<file path="src/hw/rtl/assert_macros.svh">
// Assertion macros shared by the fill engine RTL.
// Each macro expands to one labeled concurrent assertion that reports by $error.
`ifndef ASSERT_MACROS_SVH
`define ASSERT_MACROS_SVH

// The condition holds at every clock edge outside reset.
`define ASSERT_ALWAYS(label, clk, rst, cond, msg) \
  label: assert property (@(posedge clk) disable iff (rst) (cond)) else $error(msg);

// The consequent holds in the same cycle as the antecedent, outside reset.
`define ASSERT_IMPLIES(label, clk, rst, ante, cons, msg) \
  label: assert property (@(posedge clk) disable iff (rst) (ante) |-> (cons)) else $error(msg);

`endif

</file>
<file path="src/hw/rtl/crfe_pkg.sv">
// Shared types and constants of the clipped rectangle fill engine.
// Used by the front, the job queue, the back and the top level; depends on nothing.
package crfe_pkg;

  // Window store geometry.
  localparam int MAX_WIDTH  = 256;
  localparam int MAX_HEIGHT = 256;
  localparam int DEPTH      = MAX_WIDTH * MAX_HEIGHT;
  localparam int AW         = $clog2(DEPTH);
  localparam int XW         = $clog2(MAX_WIDTH + 1);
  localparam int YW         = $clog2(MAX_HEIGHT + 1);

  // Fixed field widths.
  localparam int REG_DIM_W  = 9;
  localparam int COLOR_W    = 32;
  localparam int COORD_IN_W = 11;

  // Signed width for clipping math; holds coordinate sums and window sizes.
  localparam int DIM_MAX_W  = (XW > YW) ? XW : YW;
  localparam int CW         = ((DIM_MAX_W > COORD_IN_W) ? DIM_MAX_W : COORD_IN_W) + 2;

  // Command opcodes.
  localparam logic [1:0] OP_FILL     = 2'd0;
  localparam logic [1:0] OP_DECORATE = 2'd1;
  localparam logic [1:0] OP_READ     = 2'd2;

  // Decoration colors and geometry.
  localparam logic [COLOR_W-1:0] TITLE_COLOR = 32'h001A1F2B;
  localparam logic [COLOR_W-1:0] BTN_A_COLOR = 32'h00FFD166;
  localparam logic [COLOR_W-1:0] BTN_B_COLOR = 32'h00E76F51;
  localparam logic [COLOR_W-1:0] RULE_COLOR  = 32'h003F4D62;
  localparam int TITLE_HEIGHT  = 18;
  localparam int RULE_STEP     = 22;
  localparam int RULE_START    = 30;
  localparam int BTN_Y         = 5;
  localparam int BTN_H         = 8;
  localparam int BTN_A_X       = 8;
  localparam int BTN_A_W       = 8;
  localparam int BTN_B_INSET   = 18;
  localparam int BTN_B_W       = 10;
  localparam int RULE_X        = 10;
  localparam int RULE_INSET    = 20;

  // Result status codes.
  typedef enum logic [1:0] {
    ST_DONE    = 2'd0,
    ST_EMPTY   = 2'd1,
    ST_OUTSIDE = 2'd2
  } status_t;

  // What the back does with one job.
  typedef enum logic [1:0] {
    JOB_NOP  = 2'd0,
    JOB_FILL = 2'd1,
    JOB_READ = 2'd2
  } job_kind_t;

  // One clipped job; the last job of a command carries its result status.
  typedef struct packed {
    job_kind_t            kind;
    logic [XW-1:0]        left;
    logic [YW-1:0]        top;
    logic [XW-1:0]        right;
    logic [YW-1:0]        bottom;
    logic [XW-1:0]        pitch;
    logic [COLOR_W-1:0]   color;
    logic                 last;
    status_t              status;
  } job_t;

  // Configuration register contents.
  typedef struct packed {
    logic [REG_DIM_W-1:0] win_w;
    logic [REG_DIM_W-1:0] win_h;
    logic [COLOR_W-1:0]   bg;
  } cfg_t;

  // Queue occupancy flags.
  typedef struct packed {
    logic full;
    logic empty;
  } q_status_t;

endpackage

</file>
<file path="src/hw/rtl/crfe_queue.sv">
// Short job queue between the front and the back of the fill engine.
// Four entries of crfe_pkg::job_t with full and empty flags.
module crfe_queue (
  input  logic                clk,
  input  logic                rst,
  input  logic                push,
  input  crfe_pkg::job_t      push_job,
  input  logic                pop,
  output crfe_pkg::job_t      head,
  output crfe_pkg::q_status_t stat
);

  localparam int QDEPTH = 4;
  localparam int QAW    = $clog2(QDEPTH);

  crfe_pkg::job_t   entries [QDEPTH];
  logic [QAW-1:0]   wr_ptr;
  logic [QAW-1:0]   rd_ptr;
  logic [QAW:0]     count;

  assign stat.full  = (count == (QAW + 1)'(QDEPTH));
  assign stat.empty = (count == '0);
  assign head       = entries[rd_ptr];

  // Entry storage.
  always_ff @(posedge clk) begin
    if (push && !stat.full) entries[wr_ptr] <= push_job;
  end

  // Pointers and fill count.
  always_ff @(posedge clk) begin
    if (rst) begin
      wr_ptr <= '0;
      rd_ptr <= '0;
      count  <= '0;
    end else begin
      if (push && !stat.full) wr_ptr <= wr_ptr + 1'b1;
      if (pop && !stat.empty) rd_ptr <= rd_ptr + 1'b1;
      case ({push && !stat.full, pop && !stat.empty})
        2'b10:   count <= count + 1'b1;
        2'b01:   count <= count - 1'b1;
        default: count <= count;
      endcase
    end
  end

endmodule

</file>
<file path="config.mk">
export PLATFORM = sky130hd
export DESIGN_NAME = crfe_queue
export DESIGN_NICKNAME = d
export VERILOG_FILES = /design/src/hw/rtl/assert_macros.svh /design/src/hw/rtl/crfe_pkg.sv /design/src/hw/rtl/crfe_queue.sv
export SDC_FILE = /design/constraint.sdc
export NUM_CORES = 1
export LEC_CHECK = 0
export BUFFER_PORTS_ARGS = -buffer_cell sky130_fd_sc_hd__buf_2
export CORE_MARGIN = 5
export CORE_UTILIZATION = 51
export DETAILED_ROUTE_END_ITERATION = 12
export GPL_ROUTABILITY_DRIVEN = 0
export PLACE_DENSITY_LB_ADDON = 0.3
export SETUP_SLACK_MARGIN = 0.02
export SLEW_MARGIN = 0
export SYNTH_ARGS = -nofsm -noshare
export SYNTH_HDL_FRONTEND = slang
export SYNTH_SLANG_ARGS = --single-unit
</file>
<file path="constraint.sdc">
create_clock -name clk -period 3.5 [get_ports clk]
set_clock_uncertainty 0.05 [all_clocks]
set_input_delay 0.875 -clock clk [delete_from_list [all_inputs] [get_ports clk]]
set_output_delay 0.875 -clock clk [all_outputs]
set_load 0.005 [all_outputs]
</file>
==> results of run 1 <==
[per-layer routing]
metal	share of wire (%)	GRT usage (%)
met1	40	21.4
met2	52	28.3
met3	6.3	4.78
met4	1.3	3.55
met5	0.20	0
[per-stage QoR]
step           hold slack, ps  power, uW  setup WS (ps)  cells
2_1_floorplan             409       6510            783    482
3_3_place_gp              415       7200            890    969
3_5_place_dp              423       7250            837    969
4_1_cts                   435      10700            455   1029
5_1_grt                   498      11000            370   1029
6_report                  434      10500            512   1029
[cell usage after synthesis, drive strengths merged, types with 2 or more instances]
| library cell | n | area, um2 |
|---|---|---|
| buf | 18 | 215 |
| and2 | 4 | 25.0 |
| o21ai | 3 | 15.0 |
| dfxtp | 9 | 180 |
| nand2b | 2 | 12.5 |
| mux4 | 82 | 1850 |
| edfxtp | 328 | 9850 |
| xor2 | 3 | 26.3 |
| inv | 8 | 30.0 |
| or3 | 3 | 18.8 |
| nor2 | 6 | 22.5 |
| a21oi | 4 | 20.0 |
| ha | 5 | 62.6 |
[flip-flops by register name, indices dropped and copies added (netlist names), named ones only]
name     count
wr_ptr       2
entries    328
count        3
rd_ptr       2
[cell type report]
class	instances	area [um2]	share of cell area, %
multi-input cells	118	2120	14.4
clock inverters	15	125	0.850
clock buffers	45	956	6.50
flip-flops and latches	337	10000	68.2
inverters	8	30.0	0.204
well taps	324	405	2.75
repair buffers	182	1040	7.09
[critical path: stages, from the launching register on]
cell     delay [ps]
dfxtp_4         350
buf_4           450
mux4_2          620
buf_2           150
[power by group through the flow]
stage                     clock (uW)  combinational [uW]  sequential, uW
final                           3440                2190            4910
after global routing            3710                2390            4940
after CTS                       3510                2270            4920
after detailed placement           0                2250            5000
after global placement             0                2230            4970
after floorplan                    0                1540            4970
[worst max-delay path by stage]
stage | from | endpoint | slack [ps] | cells past startpoint
global placement | push | entries[2][58] | 890 | 5
detailed placement | push | entries[2][58] | 840 | 5
CTS | register | head[50] | 460 | 3
global route | register | head[35] | 370 | 3
finish | register | head[35] | 510 | 3
floorplan | push | entries[0][0] | 780 | 3
[layout by cell type, fill, tap and decap left out]
cell        instances
a21oi_1             4
and2_4              4
buf_12              8
buf_2             169
buf_4               5
bufinv_16           2
clkbuf_1            8
clkbuf_16          37
clkinv_1            2
clkinv_2           10
clkinvlp_4          1
dfxtp_1             7
dfxtp_4             2
edfxtp_1          328
fa_1                1
ha_1                5
inv_1               8
mux2i_1             1
mux4_2             82
nand2_1             1
nand2b_1            2
nor2_1              6
nor3_1              1
nor3b_2             1
o21ai_0             3
o31ai_1             1
or3_1               3
xor2_1              3
[kinds of logic (layout without fill, tap and decap cells)]
kind of cell	count (synthesis)	count (layout)	synth area share [%]
adders and majority gates	6	6	0.667
AOI/OAI and AO/OA	8	8	0.343
xor gates and xnor gates	3	3	0.212
and+or+nand+nor	18	18	0.808
muxes	83	83	15.0
DFF	337	337	81.0
buffers and inverters	27	250	2.01
==> results.toml, run 1 <==
[floorplanning]
num_rows = 57
chipWidth_um = 166
die_height_um = 166
initial_utilization_pct = 51.4
fp.coreArea_mm2 = 0.0241
die_area_mm2 = 0.0275
ios = 170

[min_path]
holdCritPathClass = "reg2reg"
hold_path.startpoint = "rd_ptr[1]"
hold_depth = 2

[timing]
unrepaired_setup_endpoints_after_global_routing = "no"
fmax_mhz = 335
setup_violation_total_in_the_final_timing_report = 0
transition_time_at_the_pin_with_the_least_slew_margin_ps = 746
worst_slew_margin_rel_pct = 50.3
report.final.hold_viol_count = 0
fraction_of_the_cycle_the_final_worst_path_needs_pct = 85.4
slew_violations = 0
fin_setup_tns_ps = 0
final.min_clock_period_ps = 2990

[power]
clk_pwr_share_pct = 32.6
switchingPower_uw = 2530
internal_power_uw = 8020
power.combinational.fraction_pct = 20.8
leakage_uw = 0.00495
swShare_pct = 24.0
part_of_the_total_power_dissipated_in_sequential_elements_pct = 46.6
ir_worst_vdd_mv = 0.376
power-per-cell-area_mw_per_mm2 = 717

[clock_network]
clock_root_buffer = "clkbuf_16"
worstSkewPairLatency_ps = 490
post_cts_hold_buffer_count = 0
tritoncts_num_sinks = 337
clkSlewWorstSetupHoldPaths_ps = 60
clock_path_buffers = 3
cts_post_setup_buffers_inserted = 0
htreeDepth = 2
cts_inserted_buffers = 34
cts_resized = 0
tritoncts_clock_tree = "yes"

[synth]
synth_seq_area_share_pct = 81.0
ys_seq_elements = 337
syn-num-nets = 574
async_flop_share_pct = 0
synth_ff_type = "edfxtp_1"
ys_types = 23
synth-edff-count = 328
yosys_warnings = 0
synthesis.area_per_instance_um2 = 25.7
syn-instance-count = 482
netlist_area_mm2 = 0.0124

[worst_setup_path]
timing.critical_path.arrival_ps = 2060
reg2regPathDepth = 9
critical_path.reg2reg.startpoint = "count[2]"
worstPathRequired_ps = 2570
critical_path.max_fanout = 26
critical_path.reg2reg.endpoint = "count[2]"
timing.critical_path.to_type = "output port"
setup_slack_reg_to_reg_ps = 1190
startpoint_type = "register"
timing_worst_setup_path_type = "reg2out"

[finish]
stdcell_area_mm2 = 0.0147
syn_to_final_growth_pct = 18.8
finalCoreUtilization_pct = 61.0
final_net_count = 773
antenna_cells_inserted = 0
drive_above_1_share_pct = 45.5
fillers = 1707

[grt]
grt_pass1_vias = 6054
grt_first_pass_wirelength_um = 35200
grt_overflow_total = 0
grt_start_max_net_pins = 57
grt_antenna_before_repair = 4
grt.total_usage_pct = 16.5

[outcome]
status = "finished clean"

[routing]
routed_wirelength_um = 22600
average_wire_length_per_cell_after_detail_routing_um = 21.9
vias_per_cell = 5.40
first_iter_violations = 443
vias = 5557
final_antenna_violating_net_count = 0
drt_first_pass_iters = 4
post-route-drc-count = 0

[place]
placement.cell_area_mm2 = 0.0136
dp.final_hpwl_um = 14300
portBuffers = 169

[job]
maxCapViolCount = 0
Note: power is estimated with default switching activity, not from simulation.
==> run 2: changes to the inputs <==
--- a/config.mk
+++ b/config.mk
@@ -6,10 +6,12 @@
 export NUM_CORES = 1
 export LEC_CHECK = 0
 export BUFFER_PORTS_ARGS = -buffer_cell sky130_fd_sc_hd__buf_2
+export CORE_ASPECT_RATIO = 0.9
 export CORE_MARGIN = 5
 export CORE_UTILIZATION = 51
 export DETAILED_ROUTE_END_ITERATION = 12
 export GPL_ROUTABILITY_DRIVEN = 0
+export GPL_TIMING_DRIVEN = 0
 export PLACE_DENSITY_LB_ADDON = 0.3
 export SETUP_SLACK_MARGIN = 0.02
 export SLEW_MARGIN = 0
==> run 2 against run 1 <==
  * Hold slack improved by 37 ps
  * Total power rose by 1.6%
  * Global-route usage fell by 0.58 points
  * Sequential power barely moved
  * Sequential share of layout area fell by 0.41 points
  * Worst setup slack got worse by 290 ps
  * Via count rose by 0.74%
  * First-iteration DRC count fell by 16%
  * Critical path type unchanged
  * Clock power barely moved
==> results.toml, run 2 (same netlist as run 1, synthesis figures left out) <==
[finish]
layout.cells.most_common = "edfxtp_1"
largest_register_ff_count = 328
antenna_cells_inserted = 0
registers.top_by_ff_count = "entries"
drive_above_1_share_pct = 44.9
final_net_count = 783
largest_registers = "entries: 328 flops, count: 3 flops"
most-common-layout-cells = "edfxtp_1 (328), buf_2 (176), mux4_2 (82)"
syn_to_final_growth_pct = 19.4
fillers = 1681

[job]
maxCapViolCount = 0

[floorplanning]
num_rows = 54
ios = 170
initial_utilization_pct = 51.5
chipWidth_um = 174
fp.coreArea_mm2 = 0.0241
die_area_mm2 = 0.0275
die_height_um = 158

[worst_setup_path]
crit_path_top_delay_cell = "clkbuf_1"
crit_chain = "clkbuf_1 -> buf_2 -> mux4_2 -> buf_2"
timing_worst_setup_path_type = "reg2out"
critical_path.max_fanout = 10
timing.critical_path.slowest_cell_delay_ps = 610
timing.critical_path.to_type = "output port"
startpoint_type = "register"
critical_path.reg2reg.startpoint = "count[0]"
timing.critical_path.arrival_ps = 2350
worstPathRequired_ps = 2570
path_common_cell = "buf_2"

[timing]
fin_hold_ws_ps = 472
unrepaired_setup_endpoints_after_global_routing = "no"
transition_time_at_the_pin_with_the_least_slew_margin_ps = 813
slew_violations = 0
final.min_clock_period_ps = 3280
fmax_mhz = 305
worst_slew_margin_rel_pct = 45.8
report.final.hold_viol_count = 0
setup_violation_total_in_the_final_timing_report = 0
fraction_of_the_cycle_the_final_worst_path_needs_pct = 93.7

[power]
power.combinational.fraction_pct = 22.0
clk_pwr_share_pct = 32.2
swShare_pct = 23.8
switchingPower_uw = 2550
leakage_uw = 0.00500
power-per-cell-area_mw_per_mm2 = 724
part_of_the_total_power_dissipated_in_sequential_elements_pct = 45.8
post-layout-total-power_uw = 10700
internal_power_uw = 8160
ir_worst_vdd_mv = 0.519

[grt]
grt_pass1_vias = 6118
grt_first_pass_wirelength_um = 33700
grt_overflow_total = 0
grt_start_max_net_pins = 50
grt_antenna_before_repair = 4
grt.total_usage_pct = 16.0

[place]
portBuffers = 168
dp.final_hpwl_um = 13400

[routing]
average_wire_length_per_cell_after_detail_routing_um = 21.3
vias = 5598
drt_first_pass_iters = 4
final_antenna_violating_net_count = 0
vias_per_cell = 5.46
routed_wirelength_um = 21800
post-route-drc-count = 0
first_iter_violations = 371

[clock_network]
cts_resized = 0
cts_post_setup_buffers_inserted = 0
tritoncts_num_sinks = 337
clkSlewWorstSetupHoldPaths_ps = 60
clock_path_buffers = 3
post_cts_hold_buffer_count = 0
cts_inserted_buffers = 35
worstSkewPairLatency_ps = 490
htreeDepth = 2
tritoncts_clock_tree = "yes"
clock_root_buffer = "clkbuf_16"

[min_path]
hold_path.startpoint = "wr_ptr[1]"
holdCritPathClass = "reg2reg"

[outcome]
status = "finished clean"
-- run 2: changes by cell type in the layout (fill, tap and decap cells not counted), sizes merged --
cell,delta
buf,+8
clkinv,+4
-- run 2: through the flow --
stage               std cells  utilization (%)  setup TNS (ps)  setup WS, ps  instance area [um2]
detailed placement        962             57.0               0           564                13700
floorplan                 482                -               0           783                12400
finish                   1025             61.5               0           221                14800
global route             1025             61.5               0           102                14800
global placement          958             56.6          -30770          -106                13600
CTS                      1025             61.5               0           143                14800
-- run 2: metal layers --
layer	share of wire (%)	vias to the layer above	track usage [%]	wire (um)
li1	-	2471	-	-
met1	41	2898	21.1	9040
met2	49	188	26.8	10800
met3	7.9	33	5.06	1720
met4	1.1	8	3.32	248
met5	0.19	-	0	42
-- run 2: final timing paths --
path | cells past startpoint | endpoint | slack (ps)
min | 2 | wr_ptr[1] | 470
min reg2reg | 2 | wr_ptr[1] | 470
max reg2reg | 4 | entries[0][21] | 1100
max | 4 | head[52] | 220
-- run 2: worst max-delay path, delay by kind of cell (launching register included) --
| family | cells | cell delay [ps] |
|---|---|---|
| buffers and inverters | 3 | 1190 |
| multiplexers | 1 | 360 |
| flip-flops | 1 | 300 |
-- run 2: area by class of cell --
| class | count | area (um2) | share of cell area [%] |
|---|---|---|---|
| Buffer | 19 | 219 | 1.48 |
| Clock buffer | 44 | 952 | 6.44 |
| Clock inverter | 19 | 139 | 0.939 |
| Inverter | 8 | 30.0 | 0.203 |
| Multi-Input combinational cell | 118 | 2120 | 14.3 |
| Sequential cell | 337 | 10000 | 67.8 |
| Tap cell | 308 | 385 | 2.60 |
| Timing Repair Buffer | 172 | 921 | 6.22 |
-- run 2: power groups by stage --
stage / sequential, uW / clock (uW) / combinational [uW]
after floorplan: 4970 / 0 / 1540
after global placement: 4990 / 0 / 2350
after detailed placement: 4990 / 0 / 2420
after CTS: 4910 / 3530 / 2430
after global routing: 4930 / 3730 / 2570
final: 4900 / 3450 / 2360
