<file path="config.mk">
export PLATFORM = sky130hd
export DESIGN_NAME = crfe_front
export DESIGN_NICKNAME = d
export VERILOG_FILES = /design/src/hw/rtl/assert_macros.svh /design/src/hw/rtl/crfe_pkg.sv /design/src/hw/rtl/crfe_front.sv
export SDC_FILE = /design/constraint.sdc
export NUM_CORES = 1
export LEC_CHECK = 0
export ABC_AREA = 1
export ABC_CLOCK_PERIOD_IN_PS = 14300
export BUFFER_PORTS_ARGS = -buffer_cell sky130_fd_sc_hd__buf_2
export CORE_MARGIN = 4
export CORE_UTILIZATION = 60
export DETAILED_ROUTE_END_ITERATION = 16
export PLACE_DENSITY = 0.95
export SLEW_MARGIN = 10
export SYNTH_ARGS = -nofsm -noshare
export SYNTH_HDL_FRONTEND = slang
export SYNTH_SLANG_ARGS = --single-unit
</file>
<file path="constraint.sdc">
create_clock -name clk -period 14.3 [get_ports clk]
set_clock_uncertainty 0.15 [all_clocks]
set_input_delay 3.575 -clock clk [delete_from_list [all_inputs] [get_ports clk]]
set_output_delay 3.575 -clock clk [all_outputs]
set_load 0.01 [all_outputs]
</file>
<file path="src/hw/rtl/assert_macros.svh">
// Assertion macros shared by the fill engine RTL.
// Each macro expands to one labeled concurrent assertion that reports by $error.
`ifndef ASSERT_MACROS_SVH
`define ASSERT_MACROS_SVH

// The condition holds at every clock edge outside reset.
`define ASSERT_ALWAYS(label, clk, rst, cond, msg) \
  label: assert property (@(posedge clk) disable iff (rst) (cond)) else $error(msg);

// The consequent holds in the same cycle as the antecedent, outside reset.
`define ASSERT_IMPLIES(label, clk, rst, ante, cons, msg) \
  label: assert property (@(posedge clk) disable iff (rst) (ante) |-> (cons)) else $error(msg);

`endif

</file>
<file path="src/hw/rtl/crfe_pkg.sv">
// Shared types and constants of the clipped rectangle fill engine.
// Used by the front, the job queue, the back and the top level; depends on nothing.
package crfe_pkg;

  // Window store geometry.
  localparam int MAX_WIDTH  = 256;
  localparam int MAX_HEIGHT = 256;
  localparam int DEPTH      = MAX_WIDTH * MAX_HEIGHT;
  localparam int AW         = $clog2(DEPTH);
  localparam int XW         = $clog2(MAX_WIDTH + 1);
  localparam int YW         = $clog2(MAX_HEIGHT + 1);

  // Fixed field widths.
  localparam int REG_DIM_W  = 9;
  localparam int COLOR_W    = 32;
  localparam int COORD_IN_W = 11;

  // Signed width for clipping math; holds coordinate sums and window sizes.
  localparam int DIM_MAX_W  = (XW > YW) ? XW : YW;
  localparam int CW         = ((DIM_MAX_W > COORD_IN_W) ? DIM_MAX_W : COORD_IN_W) + 2;

  // Command opcodes.
  localparam logic [1:0] OP_FILL     = 2'd0;
  localparam logic [1:0] OP_DECORATE = 2'd1;
  localparam logic [1:0] OP_READ     = 2'd2;

  // Decoration colors and geometry.
  localparam logic [COLOR_W-1:0] TITLE_COLOR = 32'h001A1F2B;
  localparam logic [COLOR_W-1:0] BTN_A_COLOR = 32'h00FFD166;
  localparam logic [COLOR_W-1:0] BTN_B_COLOR = 32'h00E76F51;
  localparam logic [COLOR_W-1:0] RULE_COLOR  = 32'h003F4D62;
  localparam int TITLE_HEIGHT  = 18;
  localparam int RULE_STEP     = 22;
  localparam int RULE_START    = 30;
  localparam int BTN_Y         = 5;
  localparam int BTN_H         = 8;
  localparam int BTN_A_X       = 8;
  localparam int BTN_A_W       = 8;
  localparam int BTN_B_INSET   = 18;
  localparam int BTN_B_W       = 10;
  localparam int RULE_X        = 10;
  localparam int RULE_INSET    = 20;

  // Result status codes.
  typedef enum logic [1:0] {
    ST_DONE    = 2'd0,
    ST_EMPTY   = 2'd1,
    ST_OUTSIDE = 2'd2
  } status_t;

  // What the back does with one job.
  typedef enum logic [1:0] {
    JOB_NOP  = 2'd0,
    JOB_FILL = 2'd1,
    JOB_READ = 2'd2
  } job_kind_t;

  // One clipped job; the last job of a command carries its result status.
  typedef struct packed {
    job_kind_t            kind;
    logic [XW-1:0]        left;
    logic [YW-1:0]        top;
    logic [XW-1:0]        right;
    logic [YW-1:0]        bottom;
    logic [XW-1:0]        pitch;
    logic [COLOR_W-1:0]   color;
    logic                 last;
    status_t              status;
  } job_t;

  // Configuration register contents.
  typedef struct packed {
    logic [REG_DIM_W-1:0] win_w;
    logic [REG_DIM_W-1:0] win_h;
    logic [COLOR_W-1:0]   bg;
  } cfg_t;

  // Queue occupancy flags.
  typedef struct packed {
    logic full;
    logic empty;
  } q_status_t;

endpackage

</file>
<file path="src/hw/rtl/crfe_front.sv">
// Front end of the fill engine: accepts commands, clips them and expands decorate.
// Pushes clipped jobs into the job queue; uses crfe_pkg.
module crfe_front (
  input  logic                             clk,
  input  logic                             rst,
  input  crfe_pkg::cfg_t                   cfg,
  input  logic                             clearing,
  input  logic                             in_valid,
  output logic                             in_ready,
  input  logic [1:0]                       opcode,
  input  logic signed [crfe_pkg::COORD_IN_W-1:0] rect_x,
  input  logic signed [crfe_pkg::COORD_IN_W-1:0] rect_y,
  input  logic signed [crfe_pkg::COORD_IN_W-1:0] rect_width,
  input  logic signed [crfe_pkg::COORD_IN_W-1:0] rect_height,
  input  logic [crfe_pkg::COLOR_W-1:0]     fill_color,
  input  crfe_pkg::q_status_t              q_stat,
  output logic                             q_push,
  output crfe_pkg::job_t                   q_job
);

  localparam int CW = crfe_pkg::CW;
  localparam int XW = crfe_pkg::XW;
  localparam int YW = crfe_pkg::YW;

  localparam logic signed [CW-1:0] K_ZERO     = CW'(0);
  localparam logic signed [CW-1:0] K_ONE      = CW'(1);
  localparam logic signed [CW-1:0] K_TITLE_H  = CW'(crfe_pkg::TITLE_HEIGHT);
  localparam logic signed [CW-1:0] K_STEP     = CW'(crfe_pkg::RULE_STEP);
  localparam logic signed [CW-1:0] K_START    = CW'(crfe_pkg::RULE_START);
  localparam logic signed [CW-1:0] K_BTN_Y    = CW'(crfe_pkg::BTN_Y);
  localparam logic signed [CW-1:0] K_BTN_H    = CW'(crfe_pkg::BTN_H);
  localparam logic signed [CW-1:0] K_BTN_A_X  = CW'(crfe_pkg::BTN_A_X);
  localparam logic signed [CW-1:0] K_BTN_A_W  = CW'(crfe_pkg::BTN_A_W);
  localparam logic signed [CW-1:0] K_BTN_B_IN = CW'(crfe_pkg::BTN_B_INSET);
  localparam logic signed [CW-1:0] K_BTN_B_W  = CW'(crfe_pkg::BTN_B_W);
  localparam logic signed [CW-1:0] K_RULE_X   = CW'(crfe_pkg::RULE_X);
  localparam logic signed [CW-1:0] K_RULE_IN  = CW'(crfe_pkg::RULE_INSET);

  typedef enum logic [2:0] {
    F_IDLE = 3'b001,
    F_CMD  = 3'b010,
    F_DECO = 3'b100
  } front_state_t;

  typedef enum logic [4:0] {
    D_BG    = 5'b00001,
    D_TITLE = 5'b00010,
    D_BTNA  = 5'b00100,
    D_BTNB  = 5'b01000,
    D_RULE  = 5'b10000
  } deco_step_t;

  front_state_t                     state;
  deco_step_t                       dstep;
  logic signed [CW-1:0]             rule_row;
  logic [1:0]                       op_q;
  logic signed [CW-1:0]             x_q;
  logic signed [CW-1:0]             y_q;
  logic signed [CW-1:0]             w_q;
  logic signed [CW-1:0]             h_q;
  logic [crfe_pkg::COLOR_W-1:0]     color_q;

  logic [XW-1:0]                    ww_eff;
  logic [YW-1:0]                    wh_eff;
  logic signed [CW-1:0]             ww;
  logic signed [CW-1:0]             wh;
  logic                             win_ok;
  logic                             read_inside;
  logic                             cmd_push;
  logic                             deco_push;
  crfe_pkg::job_t                   cmd_job;
  crfe_pkg::job_t                   deco_job;

  // Clip a signed rectangle to the window and turn it into a job.
  function automatic crfe_pkg::job_t make_fill(
    input logic signed [CW-1:0]         x,
    input logic signed [CW-1:0]         y,
    input logic signed [CW-1:0]         w,
    input logic signed [CW-1:0]         h,
    input logic signed [CW-1:0]         win_w,
    input logic signed [CW-1:0]         win_h,
    input logic [crfe_pkg::COLOR_W-1:0] color,
    input logic                         last
  );
    logic signed [CW-1:0] left;
    logic signed [CW-1:0] top;
    logic signed [CW-1:0] right;
    logic signed [CW-1:0] bottom;
    logic                 empty;
    crfe_pkg::job_t       j;
    left   = (x < K_ZERO) ? K_ZERO : x;
    top    = (y < K_ZERO) ? K_ZERO : y;
    right  = x + w;
    bottom = y + h;
    if (right > win_w) right = win_w;
    if (bottom > win_h) bottom = win_h;
    empty = (win_w <= K_ZERO) || (win_h <= K_ZERO) || (w <= K_ZERO) || (h <= K_ZERO) ||
            (left >= right) || (top >= bottom);
    j.kind   = empty ? crfe_pkg::JOB_NOP : crfe_pkg::JOB_FILL;
    j.left   = left[XW-1:0];
    j.top    = top[YW-1:0];
    j.right  = right[XW-1:0];
    j.bottom = bottom[YW-1:0];
    j.pitch  = win_w[XW-1:0];
    j.color  = color;
    j.last   = last;
    j.status = crfe_pkg::ST_DONE;
    return j;
  endfunction

  // Effective window size saturates at the store dimensions.
  always_comb begin
    ww_eff = (32'(cfg.win_w) > crfe_pkg::MAX_WIDTH)  ? XW'(crfe_pkg::MAX_WIDTH)  : XW'(cfg.win_w);
    wh_eff = (32'(cfg.win_h) > crfe_pkg::MAX_HEIGHT) ? YW'(crfe_pkg::MAX_HEIGHT) : YW'(cfg.win_h);
    ww     = CW'(ww_eff);
    wh     = CW'(wh_eff);
    win_ok = (ww_eff != '0) && (wh_eff != '0);
  end

  // Job for a single fill, read or empty command.
  always_comb begin
    read_inside = (x_q >= K_ZERO) && (y_q >= K_ZERO) && (x_q < ww) && (y_q < wh);
    cmd_job = make_fill(x_q, y_q, w_q, h_q, ww, wh, color_q, 1'b1);
    case (op_q)
      crfe_pkg::OP_FILL: begin
        cmd_job.status = (cmd_job.kind == crfe_pkg::JOB_FILL) ? crfe_pkg::ST_DONE
                                                              : crfe_pkg::ST_EMPTY;
      end
      crfe_pkg::OP_READ: begin
        cmd_job.left   = x_q[XW-1:0];
        cmd_job.top    = y_q[YW-1:0];
        cmd_job.kind   = read_inside ? crfe_pkg::JOB_READ : crfe_pkg::JOB_NOP;
        cmd_job.status = read_inside ? crfe_pkg::ST_DONE : crfe_pkg::ST_OUTSIDE;
      end
      default: begin
        // Decorate on an empty window and the unused opcode draw nothing.
        cmd_job.kind   = crfe_pkg::JOB_NOP;
        cmd_job.status = crfe_pkg::ST_EMPTY;
      end
    endcase
  end

  // Job for the current decoration step.
  always_comb begin
    case (dstep)
      D_BG:    deco_job = make_fill(K_ZERO, K_ZERO, ww, wh, ww, wh, cfg.bg, 1'b0);
      D_TITLE: deco_job = make_fill(K_ZERO, K_ZERO, ww, K_TITLE_H, ww, wh,
                                    crfe_pkg::TITLE_COLOR, 1'b0);
      D_BTNA:  deco_job = make_fill(K_BTN_A_X, K_BTN_Y, K_BTN_A_W, K_BTN_H, ww, wh,
                                    crfe_pkg::BTN_A_COLOR, 1'b0);
      D_BTNB:  deco_job = make_fill(ww - K_BTN_B_IN, K_BTN_Y, K_BTN_B_W, K_BTN_H, ww, wh,
                                    crfe_pkg::BTN_B_COLOR, K_START >= wh);
      D_RULE:  deco_job = make_fill(K_RULE_X, rule_row, ww - K_RULE_IN, K_ONE, ww, wh,
                                    crfe_pkg::RULE_COLOR, (rule_row + K_STEP) >= wh);
      default: deco_job = make_fill(K_ZERO, K_ZERO, K_ZERO, K_ZERO, ww, wh, cfg.bg, 1'b1);
    endcase
  end

  // Queue push and handshake.
  assign cmd_push  = (state == F_CMD) && !((op_q == crfe_pkg::OP_DECORATE) && win_ok) &&
                     !q_stat.full;
  assign deco_push = (state == F_DECO) && !q_stat.full;
  assign q_push    = cmd_push || deco_push;
  assign q_job     = (state == F_DECO) ? deco_job : cmd_job;
  assign in_ready  = (state == F_IDLE) && !clearing;

  // Command capture and decoration sequencer.
  always_ff @(posedge clk) begin
    if (rst) begin
      state <= F_IDLE;
      dstep <= D_BG;
    end else begin
      case (state)
        F_IDLE: begin
          if (in_valid && in_ready) begin
            op_q    <= opcode;
            x_q     <= CW'(rect_x);
            y_q     <= CW'(rect_y);
            w_q     <= CW'(rect_width);
            h_q     <= CW'(rect_height);
            color_q <= fill_color;
            state   <= F_CMD;
          end
        end
        F_CMD: begin
          if ((op_q == crfe_pkg::OP_DECORATE) && win_ok) begin
            dstep <= D_BG;
            state <= F_DECO;
          end else if (cmd_push) begin
            state <= F_IDLE;
          end
        end
        F_DECO: begin
          if (deco_push) begin
            case (dstep)
              D_BG:    dstep <= D_TITLE;
              D_TITLE: dstep <= D_BTNA;
              D_BTNA:  dstep <= D_BTNB;
              D_BTNB: begin
                rule_row <= K_START;
                if (deco_job.last) state <= F_IDLE;
                else dstep <= D_RULE;
              end
              D_RULE: begin
                rule_row <= rule_row + K_STEP;
                if (deco_job.last) state <= F_IDLE;
              end
              default: state <= F_IDLE;
            endcase
          end
        end
        default: state <= F_IDLE;
      endcase
    end
  end

endmodule

</file>
==> results.cfg <==
[clock_network]
holdBufCountCts = 0
clk_latency_ns = 0.37
post_cts_resized = 0
clk_path_buf_depth = 2
cts_sinks = 98
cts_tree = yes
clk_pin_slew_ns = 0.08
cts.htree.levels = 3
cts_buffers = 9
cts_root_buf = clkbuf_16
cts_setup_buffers = 0

[timing]
holdWs_ns = 0.360
slew_headroom_pct = 31.0
min_period_ns = 12.17
setup_slack_ns = 2.13
rsz0062_at_grt = false
hold_violations = 0
max_freq_mhz = 82.2
finalSetupTns_ns = 0
tightest_slew_ns = 1.04
finalSetupViolCount = 0
maxSlewViolCount = 0
fin_crit_sh_pct = 85.1

[hold_path]
min_path_type = reg2reg
hold_depth = 2

[setup_path]
crit_slowest_cell = nor2_1
cpMostUsedCell = nand2_1
cp_max_fo = 11
crit_type = in2out
endpoint_kind = output port
cp.arrival_ns = 8.44
slowest_delay_ns = 0.39
startpoint_type = input port
required_ns = 10.57
worstRegToRegCells = 20

[power]
finalPower_mw = 0.879
p_per_area_mw_per_mm2 = 73.6
ir_worst_vdd_v = 0.0000585
leakagePower_nw = 6.12

[finish]
final_core_util_pct = 71.0
postLayoutCellArea_mm2 = 0.0119
syn2layout_area_growth_pct = 14.3
fillers = 1441
instances_no_fill = 1896
layout-drive-gt1-share_pct = 17.8
multi_input_comb_area_mm2 = 0.00669
num-nets-final = 1933
seq_area_mm2 = 0.00286

[synthesis]
synth_largest_area_cell = edfxtp_1
synth.distinct_cells = 64
ys_ff_latch = 98
ys_seq_area_share_pct = 27.4
syn_area_mm2 = 0.0104
netlist_instances = 1483
yosysMostFrequentCell = nand2_1
synth_area_per_cell_um2 = 7.04
synth_flop_cell = edfxtp_1
yosysWarnings = 0
synth_edf_count = 90
syn-num-nets = 1746
synth_top_area_share_pct = 25.9
synthTopCellsByCount = nand2_1, nor2_1, inv_1, nand3_1, ha_1
yosys-top-cells-area = edfxtp_1, ha_1, nand2_1
async_reset_ff_share_pct = 0

[die]
io_pins = 218
die_w_um = 140
die-height_um = 140
core_area_mm2 = 0.0168
start_util_pct = 62.1
num_rows = 47
die-area_mm2 = 0.0196

[placed_design]
dp_cells = 1879
finalWeightedCongestion = 0.989
hpwl_um = 26900
postPlaceCellArea_mm2 = 0.0116
dp_slack_ns = 2.24
io_buffers = 216

[routing]
wl_per_cell_um = 17.9
drt_iter0_drc = 999
via_per_inst = 5.93
drc_errors = 0
ant_nets = 0
drtPass1Iterations = 6
routed_wl_um = 33900
vias = 11238

[grt]
grt_pass1_wl_um = 53400
grt_pass1_vias = 10953
grt_max_degree = 79
antenna_found_initial = 1
grt_util_all_layers_pct = 33.6
overflow = 0

[flow_run]
maxCapViolations = 0

[outcome]
outcome = finished clean
## area by class of cell
type / count / area share, %
Sequential cell: 98 / 24.0
Tap cell: 220 / 2.31
Multi-Input combinational cell: 1158 / 56.1
Antenna cell: 1 / 0.0210
Timing Repair Buffer: 220 / 9.31
Inverter: 183 / 5.78
Clock inverter: 7 / 0.619
Clock buffer: 9 / 1.89
## worst paths after layout
check,from,endpoint,slack (ns)
max,cfg[49],q_job[80],2.13
min,dstep[4],dstep[4],0.36
max reg2reg,rule_row[1],dstep[1],10.94
min reg2reg,dstep[4],dstep[4],0.36
## cells by family after synthesis
logic type | synth area share (%)
simple gates | 33.1
buf+inv | 8.78
compound gates | 12.7
fa+ha+maj | 15.6
flops | 27.4
xor+xnor | 2.44
## layer usage
layer | wire (um) | GRT usage [%]
met5 | 0 | 0
met4 | 1410 | 15.0
met3 | 3180 | 5.79
met2 | 16200 | 57.9
met1 | 13100 | 41.2
## flip-flops by register name, indices dropped and copies added, names as in the netlist, 3 cells and up
signal,flops
color_q,32
dstep,5
x_q,11
w_q,11
state,3
y_q,11
rule_row,12
h_q,11
## placed cells by master (no fill, tap or decap), types with 5 or more instances in the layout
cell type,n
nand2_1,356
buf_2,216
nor2_1,182
inv_1,174
nand3_1,132
ha_1,127
a21oi_1,94
edfxtp_1,90
o21ai_0,53
nand4_1,34
xor2_1,22
nor3_1,17
nand2_2,15
o22ai_1,10
o31ai_1,10
clkbuf_16,9
dfxtp_1,8
inv_2,7
nor2_2,7
a21o_1,7
a31oi_1,7
o21ai_1,6
or2_2,5
## report_power, final
group / leakage (nW) / internal (mW) / switching, mW
sequential: 0.889 / 0.322 / 0.00649
clock: 0.146 / 0.124 / 0.131
combinational: 5.08 / 0.108 / 0.187
## worst max-delay path, delay by kind of cell
family          cells  cell delay [ns]
simple gates       20             2.16
buf+inv             7             1.05
fa+ha+maj           3             0.90
compound gates      5             0.49
xor+xnor            1             0.25
Power figures use the tool's default switching activity.
